**src/design/channel_volume_fade_ramp_assert.svh**
```systemverilog
// Assertion macros for the channel volume fade ramp.
// Used by the top level only; compiled to nothing under SYNTHESIS.
`ifndef CHANNEL_VOLUME_FADE_RAMP_ASSERT_SVH
`define CHANNEL_VOLUME_FADE_RAMP_ASSERT_SVH
`ifndef SYNTHESIS
`define CVFR_ASSERT_IMPLIES(name, clk, rst_n, ante, cons) \
    name: assert property (@(posedge clk) disable iff (!rst_n) (ante) |-> (cons)) \
        else $error("cvfr: implication check failed");
`define CVFR_ASSERT_NEXT(name, clk, rst_n, ante, cons) \
    name: assert property (@(posedge clk) disable iff (!rst_n) (ante) |=> (cons)) \
        else $error("cvfr: next-cycle check failed");
`else
`define CVFR_ASSERT_IMPLIES(name, clk, rst_n, ante, cons)
`define CVFR_ASSERT_NEXT(name, clk, rst_n, ante, cons)
`endif
`endif

```
**src/design/cvfr_pkg.sv**
```systemverilog
// Shared constants, codes and controller/datapath interface types
// for the channel volume fade ramp. No dependencies.
package cvfr_pkg;

    localparam int NUM_CHANNELS = 16;
    localparam int FRAC_BITS    = 8;

    localparam int MODE_W  = 2;
    localparam int CH_W    = 4;
    localparam int VAL_W   = 8;
    localparam int MASK_W  = 16;
    localparam int DELAY_W = 32;
    localparam int TICK_W  = 16;
    localparam int STEP_W  = 16;

    localparam int IDX_W   = (NUM_CHANNELS > 1) ? $clog2(NUM_CHANNELS) : 1;
    localparam int AMT_W   = STEP_W + 1;
    localparam int N_W     = AMT_W - FRAC_BITS;
    localparam int DVD_W   = N_W + 2 * FRAC_BITS;
    localparam int DVS_W   = AMT_W;
    localparam int CNT_W   = $clog2(DVD_W);
    localparam int TK100_W = TICK_W + 7;
    localparam int PROD_W  = TK100_W + STEP_W;

    localparam int APB_DATA_W = 32;
    localparam int ADDR_W     = 3;

    localparam logic [VAL_W-1:0]   DEFAULT_RATE = 8'h88;
    localparam logic [VAL_W-1:0]   DIV_MASK     = 8'h7f;
    localparam int                 DOUBLE_POS   = 7;
    localparam logic [6:0]         TICK_SCALE   = 7'd100;
    localparam logic [TICK_W-1:0]  TICK_RESET   = 16'd1000;
    localparam logic [ADDR_W-3:0]  REG_TICK_PERIOD = '0;

    typedef enum logic [MODE_W-1:0] {
        MODE_SET_RATE,
        MODE_SET_VOLUME,
        MODE_START_FADE,
        MODE_UPDATE
    } mode_t;

    typedef enum logic [2:0] {
        ST_IDLE,
        ST_DECODE,
        ST_STEP_DIV,
        ST_UPDATE,
        ST_SCALE_DIV,
        ST_MUL,
        ST_EMIT
    } ctrl_state_t;

    typedef enum logic {
        DIV_STEP,
        DIV_SCALE
    } div_sel_t;

    typedef struct packed {
        logic     capture;
        logic     decode;
        logic     div_start;
        div_sel_t div_sel;
        logic     step_write;
        logic     update;
        logic     scale_write;
        logic     mul;
        logic     emit;
    } cmd_t;

    typedef struct packed {
        logic  in_range;
        mode_t mode;
        logic  val_eq_tgt;
        logic  was_idle;
        logic  need_div;
        logic  div_busy;
        logic  div_done;
        logic  out_free;
    } stat_t;

endpackage

```
**src/design/cvfr_apb.sv**
```systemverilog
// APB register block: tick_period and its x100 pre-scaled copy.
// Depends on cvfr_pkg.
module cvfr_apb (
    input  logic                             aclk,
    input  logic                             aresetn,
    input  logic                             psel,
    input  logic                             penable,
    input  logic                             pwrite,
    input  logic [cvfr_pkg::ADDR_W-1:0]      paddr,
    input  logic [cvfr_pkg::APB_DATA_W-1:0]  pwdata,
    output logic [cvfr_pkg::APB_DATA_W-1:0]  prdata,
    output logic                             pready,
    output logic [cvfr_pkg::TK100_W-1:0]     tick100
);
    import cvfr_pkg::*;

    logic [TICK_W-1:0]  tick_period_reg;
    logic [TICK_W-1:0]  tick_period_next;
    logic [TK100_W-1:0] tick100_reg;
    logic [TK100_W-1:0] tick100_next;
    logic               hit;
    logic               wr_en;

    assign hit   = paddr[ADDR_W-1:2] == REG_TICK_PERIOD;
    assign wr_en = psel && penable && pwrite && hit;

    always_comb begin
        tick_period_next = tick_period_reg;
        tick100_next     = tick100_reg;
        if (wr_en) begin
            tick_period_next = pwdata[TICK_W-1:0];
            tick100_next     = TK100_W'(pwdata[TICK_W-1:0]) * TK100_W'(TICK_SCALE);
        end
    end

    always_ff @(posedge aclk) begin
        if (!aresetn) begin
            tick_period_reg <= TICK_RESET;
            tick100_reg     <= TK100_W'(TICK_RESET) * TK100_W'(TICK_SCALE);
        end else begin
            tick_period_reg <= tick_period_next;
            tick100_reg     <= tick100_next;
        end
    end

    assign prdata  = hit ? APB_DATA_W'(tick_period_reg) : '0;
    assign pready  = 1'b1;
    assign tick100 = tick100_reg;

endmodule

```
**src/design/cvfr_div.sv**
```systemverilog
// Restoring bit-serial divider, one quotient bit per cycle.
// Divide by zero yields an all-ones quotient. Depends on cvfr_pkg.
module cvfr_div (
    input  logic                        aclk,
    input  logic                        aresetn,
    input  logic                        start,
    input  logic [cvfr_pkg::DVD_W-1:0]  dividend,
    input  logic [cvfr_pkg::DVS_W-1:0]  divisor,
    output logic                        busy,
    output logic                        done,
    output logic [cvfr_pkg::DVD_W-1:0]  quotient
);
    import cvfr_pkg::*;

    logic             busy_reg;
    logic             busy_next;
    logic             done_reg;
    logic             done_next;
    logic [CNT_W-1:0] cnt_reg;
    logic [CNT_W-1:0] cnt_next;
    logic [DVD_W-1:0] quot_reg;
    logic [DVD_W-1:0] quot_next;
    logic [DVS_W-1:0] rem_reg;
    logic [DVS_W-1:0] rem_next;
    logic [DVS_W-1:0] dvs_reg;
    logic [DVS_W-1:0] dvs_next;
    logic [DVS_W:0]   rem_sh;
    logic             fits;
    logic             last;

    assign rem_sh = {rem_reg, quot_reg[DVD_W-1]};
    assign fits   = rem_sh >= {1'b0, dvs_reg};
    assign last   = cnt_reg == CNT_W'(DVD_W - 1);

    always_comb begin
        busy_next = busy_reg;
        done_next = 1'b0;
        cnt_next  = cnt_reg;
        quot_next = quot_reg;
        rem_next  = rem_reg;
        dvs_next  = dvs_reg;
        if (start) begin
            busy_next = 1'b1;
            cnt_next  = '0;
            quot_next = dividend;
            rem_next  = '0;
            dvs_next  = divisor;
        end else if (busy_reg) begin
            quot_next = {quot_reg[DVD_W-2:0], fits};
            rem_next  = fits ? DVS_W'(rem_sh - {1'b0, dvs_reg}) : DVS_W'(rem_sh);
            cnt_next  = cnt_reg + CNT_W'(1);
            if (last) begin
                busy_next = 1'b0;
                done_next = 1'b1;
            end
        end
    end

    always_ff @(posedge aclk) begin
        if (!aresetn) begin
            busy_reg <= 1'b0;
            done_reg <= 1'b0;
            cnt_reg  <= '0;
        end else begin
            busy_reg <= busy_next;
            done_reg <= done_next;
            cnt_reg  <= cnt_next;
        end
    end

    always_ff @(posedge aclk) begin
        quot_reg <= quot_next;
        rem_reg  <= rem_next;
        dvs_reg  <= dvs_next;
    end

    assign busy     = busy_reg;
    assign done     = done_reg;
    assign quotient = quot_reg;

endmodule

```
**src/design/cvfr_dp.sv**
```systemverilog
// Datapath: per-channel fade state, step/scale arithmetic, delay multiply
// and the result register. Depends on cvfr_pkg and cvfr_div.
module cvfr_dp (
    input  logic                            aclk,
    input  logic                            aresetn,
    input  cvfr_pkg::cmd_t                  cmd,
    output cvfr_pkg::stat_t                 stat,
    input  logic [cvfr_pkg::MODE_W-1:0]     s_mode,
    input  logic [cvfr_pkg::CH_W-1:0]       s_channel,
    input  logic [cvfr_pkg::VAL_W-1:0]      s_value,
    input  logic [cvfr_pkg::TK100_W-1:0]    tick100,
    output logic                            m_valid,
    input  logic                            m_ready,
    output logic [cvfr_pkg::CH_W-1:0]       m_out_channel,
    output logic [cvfr_pkg::VAL_W-1:0]      m_volume,
    output logic [cvfr_pkg::MASK_W-1:0]     m_active_mask,
    output logic                            m_reschedule,
    output logic [cvfr_pkg::DELAY_W-1:0]    m_delay
);
    import cvfr_pkg::*;

    function automatic logic [STEP_W-1:0] sat16(input logic [DVD_W-1:0] q);
        sat16 = (|q[DVD_W-1:STEP_W]) ? '1 : q[STEP_W-1:0];
    endfunction

    logic [VAL_W-1:0]        cur_reg  [NUM_CHANNELS];
    logic [VAL_W-1:0]        tgt_reg  [NUM_CHANNELS];
    logic [VAL_W-1:0]        rate_reg [NUM_CHANNELS];
    logic [STEP_W-1:0]       step_reg [NUM_CHANNELS];
    logic [NUM_CHANNELS-1:0] active_reg;
    logic                    m_valid_reg;

    logic [MODE_W-1:0]  mode_reg;
    logic [CH_W-1:0]    ch_reg;
    logic [VAL_W-1:0]   val_reg;
    logic               was_idle_reg;
    logic               again_reg;
    logic [STEP_W-1:0]  scale_reg;
    logic [PROD_W-1:0]  prod_reg;
    logic [CH_W-1:0]    out_ch_reg;
    logic [VAL_W-1:0]   out_vol_reg;
    logic [MASK_W-1:0]  out_mask_reg;
    logic               out_resched_reg;
    logic [DELAY_W-1:0] out_delay_reg;

    logic [IDX_W-1:0]          idx;
    logic                      in_range;
    logic [VAL_W-1:0]          cur;
    logic [VAL_W-1:0]          tgt;
    logic [VAL_W-1:0]          rate;
    logic [STEP_W-1:0]         step;
    logic [VAL_W-1:0]          rate_eff;
    logic [VAL_W-1:0]          diff_start;
    logic                      up;
    logic [AMT_W-1:0]          amount;
    logic [N_W-1:0]            n;
    logic                      n_zero;
    logic [N_W-1:0]            lim;
    logic [VAL_W-1:0]          gap;
    logic [VAL_W-1:0]          move;
    logic [VAL_W-1:0]          new_cur;
    logic                      need_div;
    logic [DVD_W-1:0]          div_dvd;
    logic [DVS_W-1:0]          div_dvs;
    logic                      div_busy;
    logic                      div_done;
    logic [DVD_W-1:0]          div_q;
    logic [PROD_W+DELAY_W-1:0] prod_sh;
    logic [DELAY_W-1:0]        delay_sat;

    assign idx      = ch_reg[IDX_W-1:0];
    assign in_range = {1'b0, ch_reg} < (CH_W + 1)'(NUM_CHANNELS);
    assign cur      = cur_reg[idx];
    assign tgt      = tgt_reg[idx];
    assign rate     = rate_reg[idx];
    assign step     = step_reg[idx];

    // start fade operands
    assign rate_eff   = (rate == '0) ? DEFAULT_RATE : rate;
    assign diff_start = (val_reg >= cur) ? val_reg - cur : cur - val_reg;

    // update tick
    assign up      = tgt > cur;
    assign amount  = (up && rate[DOUBLE_POS]) ? {step, 1'b0} : {1'b0, step};
    assign n       = amount[AMT_W-1:FRAC_BITS];
    assign n_zero  = n == '0;
    assign lim     = n_zero ? N_W'(1) : n;
    assign gap     = up ? tgt - cur : cur - tgt;
    assign move    = (AMT_W'(gap) > AMT_W'(lim)) ? VAL_W'(lim) : gap;
    assign new_cur = up ? cur + move : cur - move;
    assign need_div = !(n_zero && !up);

    always_comb begin
        if (cmd.div_sel == DIV_STEP) begin
            div_dvd = DVD_W'({diff_start, {FRAC_BITS{1'b0}}});
            div_dvs = DVS_W'(rate_eff & DIV_MASK);
        end else begin
            div_dvd = n_zero ? (DVD_W'(1) << (2 * FRAC_BITS))
                             : (DVD_W'(n) << (2 * FRAC_BITS));
            div_dvs = amount;
        end
    end

    cvfr_div u_div (
        .aclk     (aclk),
        .aresetn  (aresetn),
        .start    (cmd.div_start),
        .dividend (div_dvd),
        .divisor  (div_dvs),
        .busy     (div_busy),
        .done     (div_done),
        .quotient (div_q)
    );

    assign prod_sh   = {{DELAY_W{1'b0}}, prod_reg} >> FRAC_BITS;
    assign delay_sat = (|prod_sh[PROD_W+DELAY_W-1:DELAY_W]) ? '1 : prod_sh[DELAY_W-1:0];

    // channel state
    always_ff @(posedge aclk) begin
        if (!aresetn) begin
            for (int i = 0; i < NUM_CHANNELS; i++) begin
                cur_reg[i]  <= '0;
                tgt_reg[i]  <= '0;
                rate_reg[i] <= '0;
                step_reg[i] <= '0;
            end
            active_reg  <= '0;
            m_valid_reg <= 1'b0;
        end else begin
            if (cmd.decode && in_range) begin
                case (mode_t'(mode_reg))
                    MODE_SET_RATE: begin
                        rate_reg[idx] <= val_reg;
                    end
                    MODE_SET_VOLUME: begin
                        cur_reg[idx]    <= val_reg;
                        tgt_reg[idx]    <= val_reg;
                        active_reg[idx] <= |val_reg;
                    end
                    MODE_START_FADE: begin
                        rate_reg[idx] <= rate_eff;
                        tgt_reg[idx]  <= val_reg;
                    end
                    default: begin
                    end
                endcase
            end
            if (cmd.step_write) begin
                step_reg[idx] <= sat16(div_q);
            end
            if (cmd.update) begin
                cur_reg[idx]    <= new_cur;
                active_reg[idx] <= |new_cur;
            end
            if (cmd.emit) begin
                m_valid_reg <= 1'b1;
            end else if (m_ready) begin
                m_valid_reg <= 1'b0;
            end
        end
    end

    // item and working registers
    always_ff @(posedge aclk) begin
        if (cmd.capture) begin
            mode_reg <= s_mode;
            ch_reg   <= s_channel;
            val_reg  <= s_value;
        end
        if (cmd.decode) begin
            was_idle_reg <= tgt == cur;
            again_reg    <= 1'b0;
        end
        if (cmd.update) begin
            again_reg <= new_cur != tgt;
            scale_reg <= amount[STEP_W-1:0];
        end
        if (cmd.scale_write) begin
            scale_reg <= sat16(div_q);
        end
        if (cmd.mul) begin
            prod_reg <= PROD_W'(tick100) * PROD_W'(scale_reg);
        end
        if (cmd.emit) begin
            out_ch_reg      <= ch_reg;
            out_vol_reg     <= cur;
            out_mask_reg    <= MASK_W'(active_reg);
            out_resched_reg <= again_reg;
            out_delay_reg   <= again_reg ? delay_sat : '0;
        end
    end

    always_comb begin
        stat.in_range   = in_range;
        stat.mode       = mode_t'(mode_reg);
        stat.val_eq_tgt = val_reg == tgt;
        stat.was_idle   = was_idle_reg;
        stat.need_div   = need_div;
        stat.div_busy   = div_busy;
        stat.div_done   = div_done;
        stat.out_free   = !m_valid_reg || m_ready;
    end

    assign m_valid       = m_valid_reg;
    assign m_out_channel = out_ch_reg;
    assign m_volume      = out_vol_reg;
    assign m_active_mask = out_mask_reg;
    assign m_reschedule  = out_resched_reg;
    assign m_delay       = out_delay_reg;

endmodule

```
**src/design/cvfr_ctrl.sv**
```systemverilog
// Controller state machine: sequences decode, divides, multiply and result.
// Depends on cvfr_pkg.
module cvfr_ctrl (
    input  logic            aclk,
    input  logic            aresetn,
    input  logic            s_valid,
    output logic            s_ready,
    input  cvfr_pkg::stat_t stat,
    output cvfr_pkg::cmd_t  cmd
);
    import cvfr_pkg::*;

    ctrl_state_t state_reg;
    ctrl_state_t state_next;

    always_ff @(posedge aclk) begin
        if (!aresetn) begin
            state_reg <= ST_IDLE;
        end else begin
            state_reg <= state_next;
        end
    end

    always_comb begin
        state_next = state_reg;
        cmd        = '0;
        s_ready    = 1'b0;
        case (state_reg)
            ST_IDLE: begin
                s_ready = 1'b1;
                if (s_valid) begin
                    cmd.capture = 1'b1;
                    state_next  = ST_DECODE;
                end
            end
            ST_DECODE: begin
                cmd.decode = 1'b1;
                state_next = ST_IDLE;
                if (stat.in_range) begin
                    case (stat.mode)
                        MODE_SET_RATE: begin
                            state_next = ST_IDLE;
                        end
                        MODE_SET_VOLUME: begin
                            state_next = ST_EMIT;
                        end
                        MODE_START_FADE: begin
                            if (!stat.val_eq_tgt) begin
                                cmd.div_start = 1'b1;
                                cmd.div_sel   = DIV_STEP;
                                state_next    = ST_STEP_DIV;
                            end
                        end
                        default: begin
                            state_next = ST_UPDATE;
                        end
                    endcase
                end
            end
            ST_STEP_DIV: begin
                if (stat.div_done) begin
                    cmd.step_write = 1'b1;
                    state_next     = stat.was_idle ? ST_UPDATE : ST_IDLE;
                end
            end
            ST_UPDATE: begin
                cmd.update = 1'b1;
                if (stat.need_div) begin
                    cmd.div_start = 1'b1;
                    cmd.div_sel   = DIV_SCALE;
                    state_next    = ST_SCALE_DIV;
                end else begin
                    state_next = ST_MUL;
                end
            end
            ST_SCALE_DIV: begin
                cmd.div_sel = DIV_SCALE;
                if (stat.div_done) begin
                    cmd.scale_write = 1'b1;
                    state_next      = ST_MUL;
                end
            end
            ST_MUL: begin
                cmd.mul    = 1'b1;
                state_next = ST_EMIT;
            end
            ST_EMIT: begin
                if (stat.out_free) begin
                    cmd.emit   = 1'b1;
                    state_next = ST_IDLE;
                end
            end
            default: begin
                state_next = ST_IDLE;
            end
        endcase
    end

endmodule

```
**src/design/channel_volume_fade_ramp.sv**
```systemverilog
// Channel volume fade ramp, top level: APB registers, controller, datapath.
// One item at a time; s_ready is high only while the controller is idle.
// Set rate: no result. Set volume: result once the output slot is free. Update tick:
// the scale divide unless none is due. Start fade, if value and target differ: the
// step divide, then an update if the channel was idle. The divider has 25 steps.
// Reset (aresetn, synchronous, active low) zeroes channel state, tick_period to 1000.
`include "channel_volume_fade_ramp_assert.svh"
module channel_volume_fade_ramp (
    input  logic                             aclk,
    input  logic                             aresetn,
    input  logic                             s_valid,
    output logic                             s_ready,
    input  logic [cvfr_pkg::MODE_W-1:0]      s_mode,
    input  logic [cvfr_pkg::CH_W-1:0]        s_channel,
    input  logic [cvfr_pkg::VAL_W-1:0]       s_value,
    output logic                             m_valid,
    input  logic                             m_ready,
    output logic [cvfr_pkg::CH_W-1:0]        m_out_channel,
    output logic [cvfr_pkg::VAL_W-1:0]       m_volume,
    output logic [cvfr_pkg::MASK_W-1:0]      m_active_mask,
    output logic                             m_reschedule,
    output logic [cvfr_pkg::DELAY_W-1:0]     m_delay,
    input  logic                             psel,
    input  logic                             penable,
    input  logic                             pwrite,
    input  logic [cvfr_pkg::ADDR_W-1:0]      paddr,
    input  logic [cvfr_pkg::APB_DATA_W-1:0]  pwdata,
    output logic [cvfr_pkg::APB_DATA_W-1:0]  prdata,
    output logic                             pready
);
    import cvfr_pkg::*;

    cmd_t               cmd;
    stat_t              stat;
    logic [TK100_W-1:0] tick100;

    cvfr_apb u_apb (
        .aclk    (aclk),
        .aresetn (aresetn),
        .psel    (psel),
        .penable (penable),
        .pwrite  (pwrite),
        .paddr   (paddr),
        .pwdata  (pwdata),
        .prdata  (prdata),
        .pready  (pready),
        .tick100 (tick100)
    );

    cvfr_ctrl u_ctrl (
        .aclk    (aclk),
        .aresetn (aresetn),
        .s_valid (s_valid),
        .s_ready (s_ready),
        .stat    (stat),
        .cmd     (cmd)
    );

    cvfr_dp u_dp (
        .aclk          (aclk),
        .aresetn       (aresetn),
        .cmd           (cmd),
        .stat          (stat),
        .s_mode        (s_mode),
        .s_channel     (s_channel),
        .s_value       (s_value),
        .tick100       (tick100),
        .m_valid       (m_valid),
        .m_ready       (m_ready),
        .m_out_channel (m_out_channel),
        .m_volume      (m_volume),
        .m_active_mask (m_active_mask),
        .m_reschedule  (m_reschedule),
        .m_delay       (m_delay)
    );

    `CVFR_ASSERT_IMPLIES(a_emit_slot_free, aclk, aresetn, cmd.emit, !m_valid || m_ready)
    `CVFR_ASSERT_NEXT(a_busy_after_accept, aclk, aresetn, s_valid && s_ready, !s_ready)
    `CVFR_ASSERT_IMPLIES(a_div_start_idle, aclk, aresetn, cmd.div_start, !stat.div_busy)
    `CVFR_ASSERT_IMPLIES(a_no_delay_when_done, aclk, aresetn, m_valid && !m_reschedule, m_delay == '0)

endmodule
```
**config.mk**
```make
export PLATFORM = sky130hd
export DESIGN_NAME = channel_volume_fade_ramp
export DESIGN_NICKNAME = d
export VERILOG_FILES = /design/src/design/cvfr_pkg.sv /design/src/design/cvfr_apb.sv /design/src/design/cvfr_div.sv /design/src/design/cvfr_dp.sv /design/src/design/cvfr_ctrl.sv /design/src/design/channel_volume_fade_ramp.sv
export VERILOG_INCLUDE_DIRS = /design/src /design/src/design
export SDC_FILE = /design/constraint.sdc
export NUM_CORES = 2
export LEC_CHECK = 0
export ABC_CLOCK_PERIOD_IN_PS = 11600
export BUFFER_PORTS_ARGS = -buffer_cell sky130_fd_sc_hd__buf_2
export CAP_MARGIN = 20
export CORE_ASPECT_RATIO = 0.6
export CORE_MARGIN = 2
export CORE_UTILIZATION = 40
export CTS_CLUSTER_SIZE = 12
export DETAILED_ROUTE_END_ITERATION = 6
export SYNTH_ARGS = -nofsm -noshare
export SYNTH_HDL_FRONTEND = slang
export SYNTH_HIERARCHICAL = 1
export SYNTH_SLANG_ARGS = --single-unit
```
**constraint.sdc**
```tcl
create_clock -name aclk -period 11.6 [get_ports aclk]
set_input_delay 0.58 -clock aclk [delete_from_list [all_inputs] [get_ports aclk]]
set_output_delay 0.58 -clock aclk [all_outputs]
set_load 0.02 [all_outputs]
```
* Yosys cells after proc, flatten, opt, wreduce, memory -nomap -nowiden
Memories as Yosys holds them, arrays and structs flattened. A register that Yosys moved wholly into a read port is not among the register bits.
Cells that the tools add are included.
** Storage, ports and cells
- Output and inout bits :: 96
- Bits in writable memories :: 640
- Flip-flop bits (word level) :: 253
- Input bits :: 56
- Memories kept :: 4
** Memory list
- u_dp.step_reg :: words 16, width 16, rd ports 1, clocked after Yosys merged registers in 1, write ports 16, RTL line cvfr_dp.sv:29 : logic [STEP_W-1:0] step_reg [NUM_CHANNELS];
- u_dp.cur_reg :: words 16, width 8, rd ports 1, clocked after Yosys merged registers in 1, write ports 16, RTL line cvfr_dp.sv:26 : logic [VAL_W-1:0] cur_reg [NUM_CHANNELS];
- u_dp.rate_reg :: words 16, width 8, rd ports 1, clocked after Yosys merged registers in 1, write ports 16, RTL line cvfr_dp.sv:28 : logic [VAL_W-1:0] rate_reg [NUM_CHANNELS];
- u_dp.tgt_reg :: words 16, width 8, rd ports 1, clocked after Yosys merged registers in 1, write ports 16, RTL line cvfr_dp.sv:27 : logic [VAL_W-1:0] tgt_reg [NUM_CHANNELS];
** Cells by class
- Bitwise gates (word level) :: 6
- Mux-type cells :: 96
- Multiply operators :: 2
- Add/sub/neg operators :: 8
- Order comparisons :: 6
- Eq/ne operators :: 16
- Reduce and logical (&&, ||, !) cells :: 27
** Operators with widths (count)
- 2-to-1 mux 16 bit :: 9
- 2-to-1 mux 25 bit :: 4
- 2-to-1 mux 8 bit :: 11
- 2-to-1 mux 1 bit :: 44
- OR reduction 8 bit :: 5
- subtractor 8 bit :: 5
- multiplier 21 x 16 -> 37 bit :: 1
- 2-to-1 mux 17 bit :: 2
- bitwise mux 16 bit :: 2
- 2-to-1 mux 4 bit :: 8
- multiplier 16 x 5 -> 21 bit (second input constant) :: 1
- case mux 3 bit (7 select lines) :: 1
- greater-or-equal comparator 18 x 17 -> 1 bit :: 1
- subtractor 17 bit :: 1
- == test 8 bit :: 2
- OR reduction 16 bit :: 1
- 2-to-1 mux 3 bit :: 4
- 2-to-1 mux 2 bit :: 5
- == test 3 bit (second input constant) :: 3
- greater-than comparator 8 x 9 -> 1 bit :: 1
- logical NOT 9 bit :: 1
- 2-to-1 mux 9 bit :: 1
- case mux 3 bit (3 select lines) :: 1
- OR reduction 9 bit :: 1
- 30 further kinds :: 46

* Logic depth before layout (Yosys ltp)
- Word-level depth :: 12
- Gate-level depth with buffers :: 45

* Cells and area by module
The synthesis kept the hierarchy.
** By module, submodules not included
- cvfr_dp :: cells each 3750, times used 1, area each 46975.1 sq um
- cvfr_div :: cells each 330, times used 1, area each 3595.9 sq um
- cvfr_apb :: cells each 364, times used 1, area each 3051.7 sq um
- cvfr_ctrl :: cells each 48, times used 1, area each 342.8 sq um

* Least setup slack after synthesis
No wires, ideal clock.
- Kind :: register to register
- Start :: register with a tool-made name
- End :: memory u_dp.cur_reg[12][7], data pin
- Setup time :: 0.261 ns
- Data arrival time :: 9.429 ns
- Setup slack :: 1.910 ns
- Cell stages (with the launch flop) :: 44
- Cells stage by stage :: dfxtp_1 -> buf_6 -> buf_8 -> buf_6 -> buf_2 -> buf_2 -> buf_4 -> buf_2 -> buf_2 -> buf_2 -> mux4_2 -> mux4_2 -> inv_1 -> ha_1 -> buf_2 -> a211oi_1 -> o21bai_1 -> o21ai_1 -> (+8 left out) -> o211a_1 -> buf_4 -> mux2i_1 -> inv_1 -> ha_1 -> mux2i_1 -> ha_1 -> a21o_1 -> a21oi_1 -> o21bai_1 -> a21o_1 -> a31oi_1 -> xnor2_1 -> xnor2_1 -> xnor2_2 -> mux2i_4 -> buf_2 -> nor2_1
** RTL lines (RTL line)
- end: declaration :: cvfr_dp.sv:26

==> flow_summary.ini <==
[detailed_routing]
route.met3.wl_mm = 15.7
dr.pass1.iters = 6
wirelength_mm = 149
dr.max_layer_used = met4
wl_met2_mm = 60.0
vias_per_cell = 5.50
routedWlPerCell_um = 23.2
wl_met1_mm = 70.8
postRouteAntennaNets = 0
vias = 35300
drc = 0
drt_first_iter_violations = 3746

[sta]
period_needed_ps = 9880
drv_slew = 0
max_slew_margin_pct = 22.3
tightest_slew_ps = 1170
hold_violations = 0
worst_slack_ps = 1720
fin_hold_ws_ps = 55.8
rsz0062_at_grt = false
setup_viol = 0
period_share_pct = 85.2
fmax_mhz = 101
skew_ps = 41.7
setup_tns_ps = 0

[floorplan]
dieArea_um2 = 138000
rows = 104
core_area_um2 = 134000
io_pins = 152
die_x_um = 478
start_util_pct = 40.3
die_h_um = 288

[worst_setup_path]
slowest_delay_ps = 890
rrSetupSlack_ps = 1720
path_buf_inv = 4
crit_type = reg2reg
cpLargestDelayFamily = compound AO/OA/AOI/OAI gates
cp_data_required_time_ps = 12020
worstPathMaxFanout = 24
crit_top_cell = ha_1
end_kind = flop
startpoint_type = flop
crit_arrival_ps = 10300
cp_slowest_cell = o21ai_1

[logic_synthesis]
syn_area_um2 = 54000
synth_cells = 4491
syn_area_per_cell_um2 = 12.0
yosys_warnings = 6

[place]
dp_hpwl_mm = 104
dp_slack_ps = 1780
dpl_cell_area_um2 = 56400
dp_cells = 6247
place.gp.congestion = 0.881
io_buffers = 115

[status]
status = finished clean

[clocking]
ctsHoldBuffers = 0
cts_tree = yes
cts-htree-levels = 3
clockBufferDepth = 3
cts-root-buf = clkbuf_16
clk_pin_slew_ps = 60
tritoncts_num_sinks = 887
cts_setup_buffers = 0
clk-insertion-delay-late_ps = 720
cts_resized = 0
numCtsBuffers = 90

[pwr]
power_mw = 13.5
leakagePower_nw = 24.1
power_density_nw_per_um2 = 228
ir_drop_mv = 0.586

[layout]
final_cells = 6413
largest_reg_flops = 256
final_common_cell = edfxtp_1
finalNetCount = 5132
final_core_util_pct = 44.2
final_cell_area_um2 = 59200
most-common-layout-cells = edfxtp_1 (805), nor2_1 (661), nand2_1 (447), inv_1 (406), fa_1 (308)
drive_gt1_share_pct = 13.7
synthToLayoutAreaGrowth_pct = 9.79

[global_routing]
grt_pass1_wl_mm = 224
grt_usage_pct = 21.6
grt_max_degree = 98
grt_antenna_before_repair = 14
overflow = 0
grt_pass1_vias = 34600

[run]
cap_viol_max_count = 0

[min_path]
hp-class = in2reg
[report_power, final]
part	switching [mW]	leakage [nW]	total, mW	internal, mW
Clock	1.28	1.33	2.81	1.53
Combinational	4.05	14.2	6.79	2.74
Sequential	0.149	8.55	3.93	3.78
Total	5.48	24.1	13.5	8.04
[metal layers]
layer / global-route usage, % / vias up
met5: 0 / -
met4: 4.53 / 0
met3: 6.18 / 152
met2: 29.2 / 1479
met1: 34.1 / 18000
li1: - / 15600
[worst paths after layout]
check	startpoint	end	cells past startpoint
worst max-delay path	flop	u_dp/cur_reg[3][7]	32
worst min-delay path	s_value[1]	u_dp/val_reg[1]	1
worst max register to register	flop	u_dp/cur_reg[3][7]	32
worst min register to register	u_dp/active_reg[11]	u_dp/m_active_mask[11]	0
[final cells by class]
cell class	count	area (µm²)
fillers	12400	74800
flip-flops and latches	887	25800
multi-input cells	2925	25400
clock buffers	132	2500
well taps	1802	2250
inverters	408	1530
repair buffers	230	1490
clock inverters	22	264
diodes	7	17.5
(Power assumes the default switching activity.)
